<file path="src/rtl/core/stmvp_pkg.sv">
package stmvp_pkg;

  localparam int DIM   = 6;
  localparam int HALF  = DIM / 2;
  localparam int PAIRS = DIM / 2;
  localparam int FRAC  = 16;

  localparam logic signed [31:0] ONE_Q16  = 32'sh0001_0000;
  localparam logic signed [31:0] ZERO_Q16 = 32'sh0000_0000;
  localparam logic signed [31:0] Q16_MAX  = 32'sh7FFF_FFFF;
  localparam logic signed [31:0] Q16_MIN  = 32'sh8000_0000;

  typedef enum logic {
    OP_WRITE  = 1'b0,
    OP_VECTOR = 1'b1
  } op_t;

  typedef logic        [2:0]  idx_t;
  typedef logic signed [31:0] q16_t;
  // Coefficient carries one more bit: negating the most negative entry gives +2^31.
  typedef logic signed [32:0] coef_t;
  typedef logic signed [64:0] prod_t;
  typedef logic signed [65:0] psum_t;
  typedef logic signed [67:0] acc_t;

  typedef q16_t  [DIM-1:0] q16_vec_t;
  typedef coef_t [DIM-1:0] coef_row_t;
  typedef coef_row_t [DIM-1:0] coef_mat_t;
  typedef acc_t  [DIM-1:0] acc_vec_t;

  // Per-stage load enables of the lane pipeline.
  typedef struct packed {
    logic s1_en;
    logic s2_en;
    logic s3_en;
    logic s4_en;
  } pipe_ctl_t;

endpackage

</file>
<file path="src/rtl/core/stmvp_merge.sv">
module stmvp_merge (
  input  logic                clk,
  input  logic                load,
  input  stmvp_pkg::acc_vec_t sums,
  output stmvp_pkg::q16_vec_t res
);
  import stmvp_pkg::*;

  q16_vec_t res_r;
  q16_vec_t res_nxt;

  // Floor shift by FRAC, then clamp to the 32-bit range.
  always_comb begin
    logic [51:0] sh;
    for (int r = 0; r < DIM; r++) begin
      sh = sums[r][67:FRAC];
      if (sh[51:31] == '0 || sh[51:31] == '1) begin
        res_nxt[r] = sh[31:0];
      end else begin
        res_nxt[r] = sums[r][67] ? Q16_MIN : Q16_MAX;
      end
    end
  end

  always_ff @(posedge clk) begin
    if (load) begin
      res_r <= res_nxt;
    end
  end

  assign res = res_r;

endmodule

</file>
<file path="config.mk">
export PLATFORM = sky130hd
export DESIGN_NAME = stmvp_merge
export DESIGN_NICKNAME = d
export VERILOG_FILES = /design/src/rtl/core/stmvp_pkg.sv /design/src/rtl/core/stmvp_merge.sv
export SDC_FILE = /design/constraint.sdc
export NUM_CORES = 1
export LEC_CHECK = 0
export BUFFER_PORTS_ARGS = -buffer_cell sky130_fd_sc_hd__buf_2
export CELL_PAD_IN_SITES_DETAIL_PLACEMENT = 1
export CELL_PAD_IN_SITES_GLOBAL_PLACEMENT = 1
export CORE_AREA = 2 2 231 233
export DETAILED_ROUTE_END_ITERATION = 6
export DIE_AREA = 0 0 233 235
export PLACE_DENSITY = 0.57
export SETUP_SLACK_MARGIN = 0.5
export SLEW_MARGIN = 30
export SYNTH_ARGS = -nofsm -noshare
export SYNTH_HDL_FRONTEND = slang
export SYNTH_SLANG_ARGS = --single-unit
</file>
<file path="constraint.sdc">
create_clock -name clk -period 2.4 [get_ports clk]
set_input_delay 0.12 -clock clk [delete_from_list [all_inputs] [get_ports clk]]
set_output_delay 0.12 -clock clk [all_outputs]
set_load 0.1 [all_outputs]
</file>
==> impl_results.md <==
* Synth warn at 0
* Final Net Count at 1,618
* P_sw at 3.85 mW
* Crit-path max cell delay at 0.53 ns
* Worst-path cell chain: dlygate4sd3_1, buf_2, nor3_2, nand4_1, nor4_4, buf_4, a311oi_4, buf_4, a21o_1
* Register area at 0.00577 mm²
* Final hold vios at 0
* Prevailing post-synth register cell: edfxtp_1
* DR pass1 iterations at 6
* Max reg flops at 192
* H-tree levels at 4
* Leak pwr at 6.56 nW
* Die height at 235 µm
* Min Tclk post-route at 1.89 ns
* Mean Syn Cell Area at 15.8 µm²
* Cell count of the worst hold path at 2
* Hold Crit Class: input pin to register
* Slack of the critical path at 0.509 ns
* Filler cells at 5,898
* Share of cells above drive strength 1 at 0.476
* Detail Placement HPWL at 22,300 µm
* Ports at 602
* First-pass GRT wire length at 46,500 µm
* Pre-CTS setup slack at 0.330 ns
* Starting Density at 0.155
* DR vias at 7,429
* Setup TNS at 0 ns
* Drt first-iter violations at 220
* Netlist cell types at 21
* Port bufs at 505
* FMAX at 529 MHz
* Pin count of the biggest net entering global routing at 67
* Relative slew slack at 0.505
* Mapped Nets at 923
* Number of global-route vias before repair at 8,291
* Worst path most repeated cell: buf_4
* Crit end category: register
* Root Driver: clkbuf_16
* Total grt overflow at 0
* CTS clk-pin slew, worst paths at 0.08 ns
* Min-Delay Endpoint: res[33]
* Syn Inst Count at 513
* Maximum Capacitance Violations at 0
* CTS tree: yes
* Gpl congestion at 0.833
* Routed Antenna Nets at 0
* Critical Path AT at 2.12 ns
* RSZ-0062 raised after global routing: true
* Final worst hold slack at 0.0173 ns
* Internal power at 6.31 mW
* Clk pwr share at 0.302
* Row count at 84
* Pwr dens at 725 mW/mm²
* Clk sinks at 192
* CTS Buf Count at 17
* Number of synthesized flops with an enable pin at 192
* Seq/Total Area, Yosys at 0.711
* Switching Share at 0.379
* Global-route usage over all layers at 0.114
* CP max stage cell: dlygate4sd3_1
* Outcome: completed
* Diodes inserted at 0
* Max FO, Critical Path at 9
* Area of the multi-input gates at 0.00211 mm²
* Area of the mapped netlist at 0.00811 mm²
* P&R area growth vs syn at 72.9%
* Final setup violating endpoints at 0
* Final WL at 31,800 µm
* Part of the cycle the worst path needs at 0.788
* Sequential Power Share at 0.398
* Ys async rst share at 0
* Worst-margin pin slew at 0.736 ns
* Drt wl/cell at 16.6 µm
* Initial antenna violation count at 0
* Crit path required time at 2.63 ns
* Comb pwr share at 0.300
* Max VDD drop at 0.000435 V
* Core Region at 0.0522 mm²
* Hold path startpoint: sums[85]
* #FFs+latches synth at 192
* CP Class: input pin to register
* Maximum clock path buffer count at 2
* Final slew viol count at 0
* Die Area at 0.0548 mm²
* Drt drc at 0
* Die width at 233 µm
* Worst setup SP type: input pin
* Avg Vias per Cell at 3.89
cell type report:
class	count	share of cell area
flip-flops and latches	192	0.411
clock inverters	15	0.0130
repair buffers	717	0.334
multi-input cells	280	0.150
well taps	688	0.0614
clock buffers	17	0.0303
stage by stage:
stage               std cells   util  cell area, µm²  total power [mW]
finish                   1909  0.268           14000              10.2
global route             1909  0.268           14000              10.5
CTS                      1907  0.268           14000              10.3
detailed placement       1686  0.220           11500              6.93
global placement         1686  0.220           11500              6.90
floorplan                 513      -            8110              6.21
Yosys cell counts (6+ instances only):
cell type / n / area (µm²)
nand4_1: 25 / 156
clkbuf_1: 6 / 22.5
buf_6: 6 / 67.6
buf_2: 15 / 75.1
buf_4: 15 / 113
edfxtp_1: 192 / 5770
nand3_1: 6 / 30.0
nor3_1: 6 / 30.0
nor4_1: 23 / 144
a21o_1: 186 / 1400
layer usage:
layer,vias up,track usage,wire [µm]
met5,-,0,0
met4,0,0.0488,723
met3,36,0.0454,2530
met2,329,0.207,16800
met1,3604,0.113,11700
li1,3460,-,-
logic make-up after synthesis:
group	share of synthesized area
AOI/OAI and AO/OA	0.183
DFF	0.711
and+or+nand+nor	0.0713
buffers and inverters	0.0343
worst max-delay path by stage:
stage	startpoint	end	slack, ns
floorplan	sums[51]	res[0]	0.81
global placement	sums[130]	res[59]	0.35
global route	sums[67]	res[12]	0.45
finish	sums[67]	res[12]	0.51
detailed placement	sums[184]	res[76]	0.33
CTS	sums[67]	res[12]	0.59
what timing repair did:
| action | in CTS | in global routing |
|---|---|---|
| hold endpoints to repair | 189 | 0 |
| hold buffers | 189 | 0 |
| setup endpoints to repair | 0 | 24 |
| resized for setup | 0 | 2 |
| buffers inserted | 0 | 1 |
power by group through the flow:
stage / clock network (mW) / logic (mW) / registers [mW]
floorplan: 0 / 0.185 / 6.03
global placement: 0 / 2.79 / 4.11
detailed placement: 0 / 2.80 / 4.12
CTS: 3.22 / 3.05 / 4.05
global route: 3.30 / 3.16 / 4.07
finish: 3.06 / 3.05 / 4.05
placed cells by master, fill, tap and decap left out, types with 2 or more instances in the layout:
cell / n
edfxtp_1: 192
buf_2: 504
clkbuf_16: 17
a21o_1: 186
a41o_2: 5
nand3_1: 6
nor4_1: 23
buf_12: 6
nor2_2: 7
nand4_1: 25
inv_6: 3
clkinv_4: 2
nor4_2: 5
and4_1: 5
nor3_1: 5
inv_8: 2
clkinvlp_4: 2
clkinv_1: 3
buf_4: 16
or4_1: 5
dlygate4sd3_1: 189
bufinv_16: 3
worst max-delay path: cells and delay by family:
family | cells | cell delay, ns
buffers and inverters | 4 | 1.09
and+or+nand+nor | 3 | 0.66
AOI/OAI and AO/OA | 2 | 0.25
Power figures use the tool's default switching activity.
