==> src/rtl/core/stmvp_pkg.sv <==
package stmvp_pkg;

  localparam int DIM   = 6;
  localparam int HALF  = DIM / 2;
  localparam int PAIRS = DIM / 2;
  localparam int FRAC  = 16;

  localparam logic signed [31:0] ONE_Q16  = 32'sh0001_0000;
  localparam logic signed [31:0] ZERO_Q16 = 32'sh0000_0000;
  localparam logic signed [31:0] Q16_MAX  = 32'sh7FFF_FFFF;
  localparam logic signed [31:0] Q16_MIN  = 32'sh8000_0000;

  typedef enum logic {
    OP_WRITE  = 1'b0,
    OP_VECTOR = 1'b1
  } op_t;

  typedef logic        [2:0]  idx_t;
  typedef logic signed [31:0] q16_t;
  // Coefficient carries one more bit: negating the most negative entry gives +2^31.
  typedef logic signed [32:0] coef_t;
  typedef logic signed [64:0] prod_t;
  typedef logic signed [65:0] psum_t;
  typedef logic signed [67:0] acc_t;

  typedef q16_t  [DIM-1:0] q16_vec_t;
  typedef coef_t [DIM-1:0] coef_row_t;
  typedef coef_row_t [DIM-1:0] coef_mat_t;
  typedef acc_t  [DIM-1:0] acc_vec_t;

  // Per-stage load enables of the lane pipeline.
  typedef struct packed {
    logic s1_en;
    logic s2_en;
    logic s3_en;
    logic s4_en;
  } pipe_ctl_t;

endpackage

==> src/rtl/core/stmvp_mstore.sv <==
module stmvp_mstore (
  input  logic               clk,
  input  logic               rst_n,
  input  logic               wr_en,
  input  stmvp_pkg::idx_t    wr_row,
  input  stmvp_pkg::idx_t    wr_col,
  input  stmvp_pkg::q16_t    wr_data,
  input  logic               use_inverse,
  output stmvp_pkg::coef_mat_t coef
);
  import stmvp_pkg::*;

  q16_t mat_r [DIM][DIM];

  // Out-of-range row/col matches no entry, so the write is dropped.
  always_ff @(posedge clk) begin
    for (int r = 0; r < DIM; r++) begin
      for (int c = 0; c < DIM; c++) begin
        if (!rst_n) begin
          mat_r[r][c] <= (r == c) ? ONE_Q16 : ZERO_Q16;
        end else if (wr_en && wr_row == idx_t'(r) && wr_col == idx_t'(c)) begin
          mat_r[r][c] <= wr_data;
        end
      end
    end
  end

  // Symplectic inverse of [A B; C D] is [D^T -B^T; -C^T A^T].
  always_comb begin
    int    sr;
    int    sc;
    logic  ng;
    coef_t ext;
    coef_t inv;
    for (int r = 0; r < DIM; r++) begin
      for (int c = 0; c < DIM; c++) begin
        if (r < HALF && c < HALF) begin
          sr = c + HALF; sc = r + HALF; ng = 1'b0;
        end else if (r < HALF) begin
          sr = c - HALF; sc = r + HALF; ng = 1'b1;
        end else if (c < HALF) begin
          sr = c + HALF; sc = r - HALF; ng = 1'b1;
        end else begin
          sr = c - HALF; sc = r - HALF; ng = 1'b0;
        end
        ext = coef_t'(mat_r[sr][sc]);
        inv = ng ? -ext : ext;
        coef[r][c] = use_inverse ? inv : coef_t'(mat_r[r][c]);
      end
    end
  end

endmodule

==> config.mk <==
export PLATFORM = sky130hd
export DESIGN_NAME = stmvp_mstore
export DESIGN_NICKNAME = d
export VERILOG_FILES = /design/src/rtl/core/stmvp_pkg.sv /design/src/rtl/core/stmvp_mstore.sv
export SDC_FILE = /design/constraint.sdc
export NUM_CORES = 2
export LEC_CHECK = 0
export BUFFER_PORTS_ARGS = -buffer_cell sky130_fd_sc_hd__buf_2
export CAP_MARGIN = 25
export CORE_AREA = 8 8 469 471
export CTS_CLUSTER_SIZE = 20
export DETAILED_ROUTE_END_ITERATION = 10
export DIE_AREA = 0 0 477 479
export GPL_TIMING_DRIVEN = 0
export MAX_ROUTING_LAYER = met4
export PLACE_DENSITY = 0.59
export SKIP_CTS_REPAIR_TIMING = 1
export SLEW_MARGIN = 20
export SYNTH_ARGS = -nofsm -noshare
export SYNTH_HDL_FRONTEND = slang
export SYNTH_SLANG_ARGS = --single-unit
==> constraint.sdc <==
create_clock -name clk -period 11.26 [get_ports clk]
set_input_delay 1.126 -clock clk [delete_from_list [all_inputs] [get_ports clk]]
set_output_delay 1.126 -clock clk [all_outputs]
set_load 0.05 [all_outputs]
==> impl_metrics.yaml <==
outcome:
  status: "completed"
yosys:
  ys_top_cells_by_area: "edfxtp_1 53%, mux2_2 15%, and2_1 11%"
  syn-mean-instance-area_um2: 12.0
  ys_ff_latch: 1152
  synthFlopType: "edfxtp_1"
  yosysTopAreaCell: "edfxtp_1"
  netlist_instances: 5457
  yosys-top-cells-count: "1152 x edfxtp_1, 1151 x and2_1, 890 x mux2_2"
  ys_types: 63
  ys_warn_count: 0
  ys_seq_area_share_pct: 52.6
  syn-num-nets: 5517
  async_reset_ff_share_pct: 0
  synth.most_common_cell: "edfxtp_1"
  synth_area_mm2: 0.0657
  synth-edff-count: 1152
  yosysTopAreaCellShare_pct: 52.6
die:
  die_w_um: 477
  io_pins: 1230
  initial_utilization_pct: 30.9
  die_h_um: 479
  core-area_mm2: 0.213
  die_area_mm2: 0.228
  num_rows: 170
timing:
  max_freq_mhz: 169
  finalCritPeriodShare_pct: 52.5
  rsz0062_at_grt: "no"
  tightest_slew_ns: 1.11
  slew_violations: 0
  fin_crit_ns: 5.91
  finalHoldViolCount: 0
  setup_violations: 0
  max-slew-margin-rel_pct: 25.1
  fin_tns_setup_ns: 0
  layout_setup_ws_ns: 5.35
grt:
  grtUsageTotal_pct: 34.4
  grt_pass1_wl_mm: 515
  grt_max_degree: 27
  grt_pass1_vias: 53100
  antenna_found_initial: 140
  grt.overflow.total: 0
setup_path:
  arrival_ns: 4.79
  cp-end-kind: "output pin"
  worstPathRequired_ns: 10.13
  path_class: "input pin to output pin"
  cp_max_fo: 10
  startpoint_type: "input pin"
placement:
  gp_congestion: 0.989
  portBuffers: 1227
  place_ws_ns: 5.31
  dp_hpwl_mm: 318
  placed_area_mm2: 0.0792
power_and_ir_drop:
  p_leak_nw: 30.6
  p_per_area_mw_per_mm2: 157
  ir_drop_v: 0.000126
  total_power_w: 0.0132
final_layout:
  fin_util_pct: 39.5
  syn_to_final_growth_pct: 27.9
  fin_area_mm2: 0.0840
  drive_above_1_share_pct: 38.3
  seq_area_mm2: 0.0346
  top_regs: "mat_r: 1152 flops"
  largest_register_ffs: 1152
  nFillCells: 20700
  multi_input_area_mm2: 0.0296
  finalNetCount: 7019
  regMostFlops: "mat_r"
clock_tree:
  h-tree-depth: 4
  cts_buffer_depth: 3
  cts_tree: "built"
  cts.sinks: 1152
  cts-root-buf: "clkbuf_16"
  numCtsBuffers: 139
  clk_pin_slew_ns: 0.07
worst_hold_path:
  hold_end: "mat_r[0][176]"
  hp-start: "wr_data[16]"
  holdPathStages: 2
  hp-class: "input pin to register"
detailed_routing:
  drtIter0Drc: 7351
  drtAntennaViolNets: 0
  vias: 55600
  dr.pass1.iters: 6
  drc: 0
  via_per_inst: 5.54
  totalWireLength_mm: 401
  wl_per_cell_um: 39.9
run:
  cap_violations: 0
metrics by stage:
| stage | hold WS, ns | cells |
|---|---|---|
| 2_1_floorplan | 1.31 | 5457 |
| 4_1_cts | 0.671 | 9901 |
| 6_report | 0.743 | 10000 |
| 3_5_place_dp | 1.58 | 9655 |
| 5_1_grt | 0.735 | 9947 |
| 3_3_place_gp | 1.57 | 9522 |
how the worst max path moves through the flow:
| stage | from | endpoint | slack (ns) |
|---|---|---|---|
| floorplan | use_inverse | coef[881] | 6.32 |
| global placement | use_inverse | coef[529] | 3.15 |
| detailed placement | use_inverse | coef[1060] | 5.31 |
| CTS | use_inverse | coef[1060] | 5.30 |
| global route | use_inverse | coef[115] | 5.21 |
| finish | use_inverse | coef[115] | 5.35 |
worst max-delay path, cell delays in order:
cell and delay [ns]:
clkbuf_1 0.30, clkbuf_1 0.64, buf_2 0.72, buf_1 0.77, o41ai_4 0.21, xnor2_1 0.59
buf_2 0.39
cells by family after synthesis:
logic type | count (synthesis) | synth area share [%]
compound gates | 309 | 3.03
simple gates | 2091 | 18.9
flops | 1152 | 52.6
mux | 900 | 15.4
fa+ha+maj | 18 | 0.343
buf+inv | 478 | 2.88
xor+xnor | 509 | 6.78
where the power goes:
group          switching, W  internal, W  total [W]  leakage [nW]
clock network       0.00202      0.00258    0.00459          2.19
registers          0.000229      0.00495    0.00518          11.0
logic               0.00264     0.000782    0.00343          17.4
total               0.00489      0.00831     0.0132          30.6
cells in the final DEF (no fill, tap or decap), types with 23 or more instances in the layout:
master	instances
nand2b_1	26
clkbuf_1	259
or3_1	75
buf_12	34
o41ai_1	37
nor3_1	118
nor2_1	163
inv_1	69
nand4_1	44
or4_1	64
nor4_1	96
o21ai_0	118
xnor2_1	381
nand4b_1	23
nand2_1	136
o21ai_4	36
mux2_2	890
buf_4	26
clkbuf_2	132
o31ai_1	57
buf_2	1239
and2_1	1151
edfxtp_1	1152
xor2_1	128
clkbuf_16	141
nand3_1	79
clkinv_2	24
diode_2	137
buf_16	82
per-layer routing:
layer	vias up	track usage (%)	routed length [um]
met1	28200	41.4	152000
met2	3883	54.3	185000
met5	-	-	0
met3	694	8.03	40200
met4	0	17.3	23800
li1	22800	-	-
cell type report:
type	count	area share, %
flip-flops and latches	1152	41.2
multi-input cells	3827	35.3
repair buffers	1361	11.1
clock buffers	163	4.30
well taps	2838	4.23
plain buffers	409	2.15
clock inverters	83	1.08
diodes	137	0.408
inverters	69	0.308
Power figures use the tool's default switching activity.
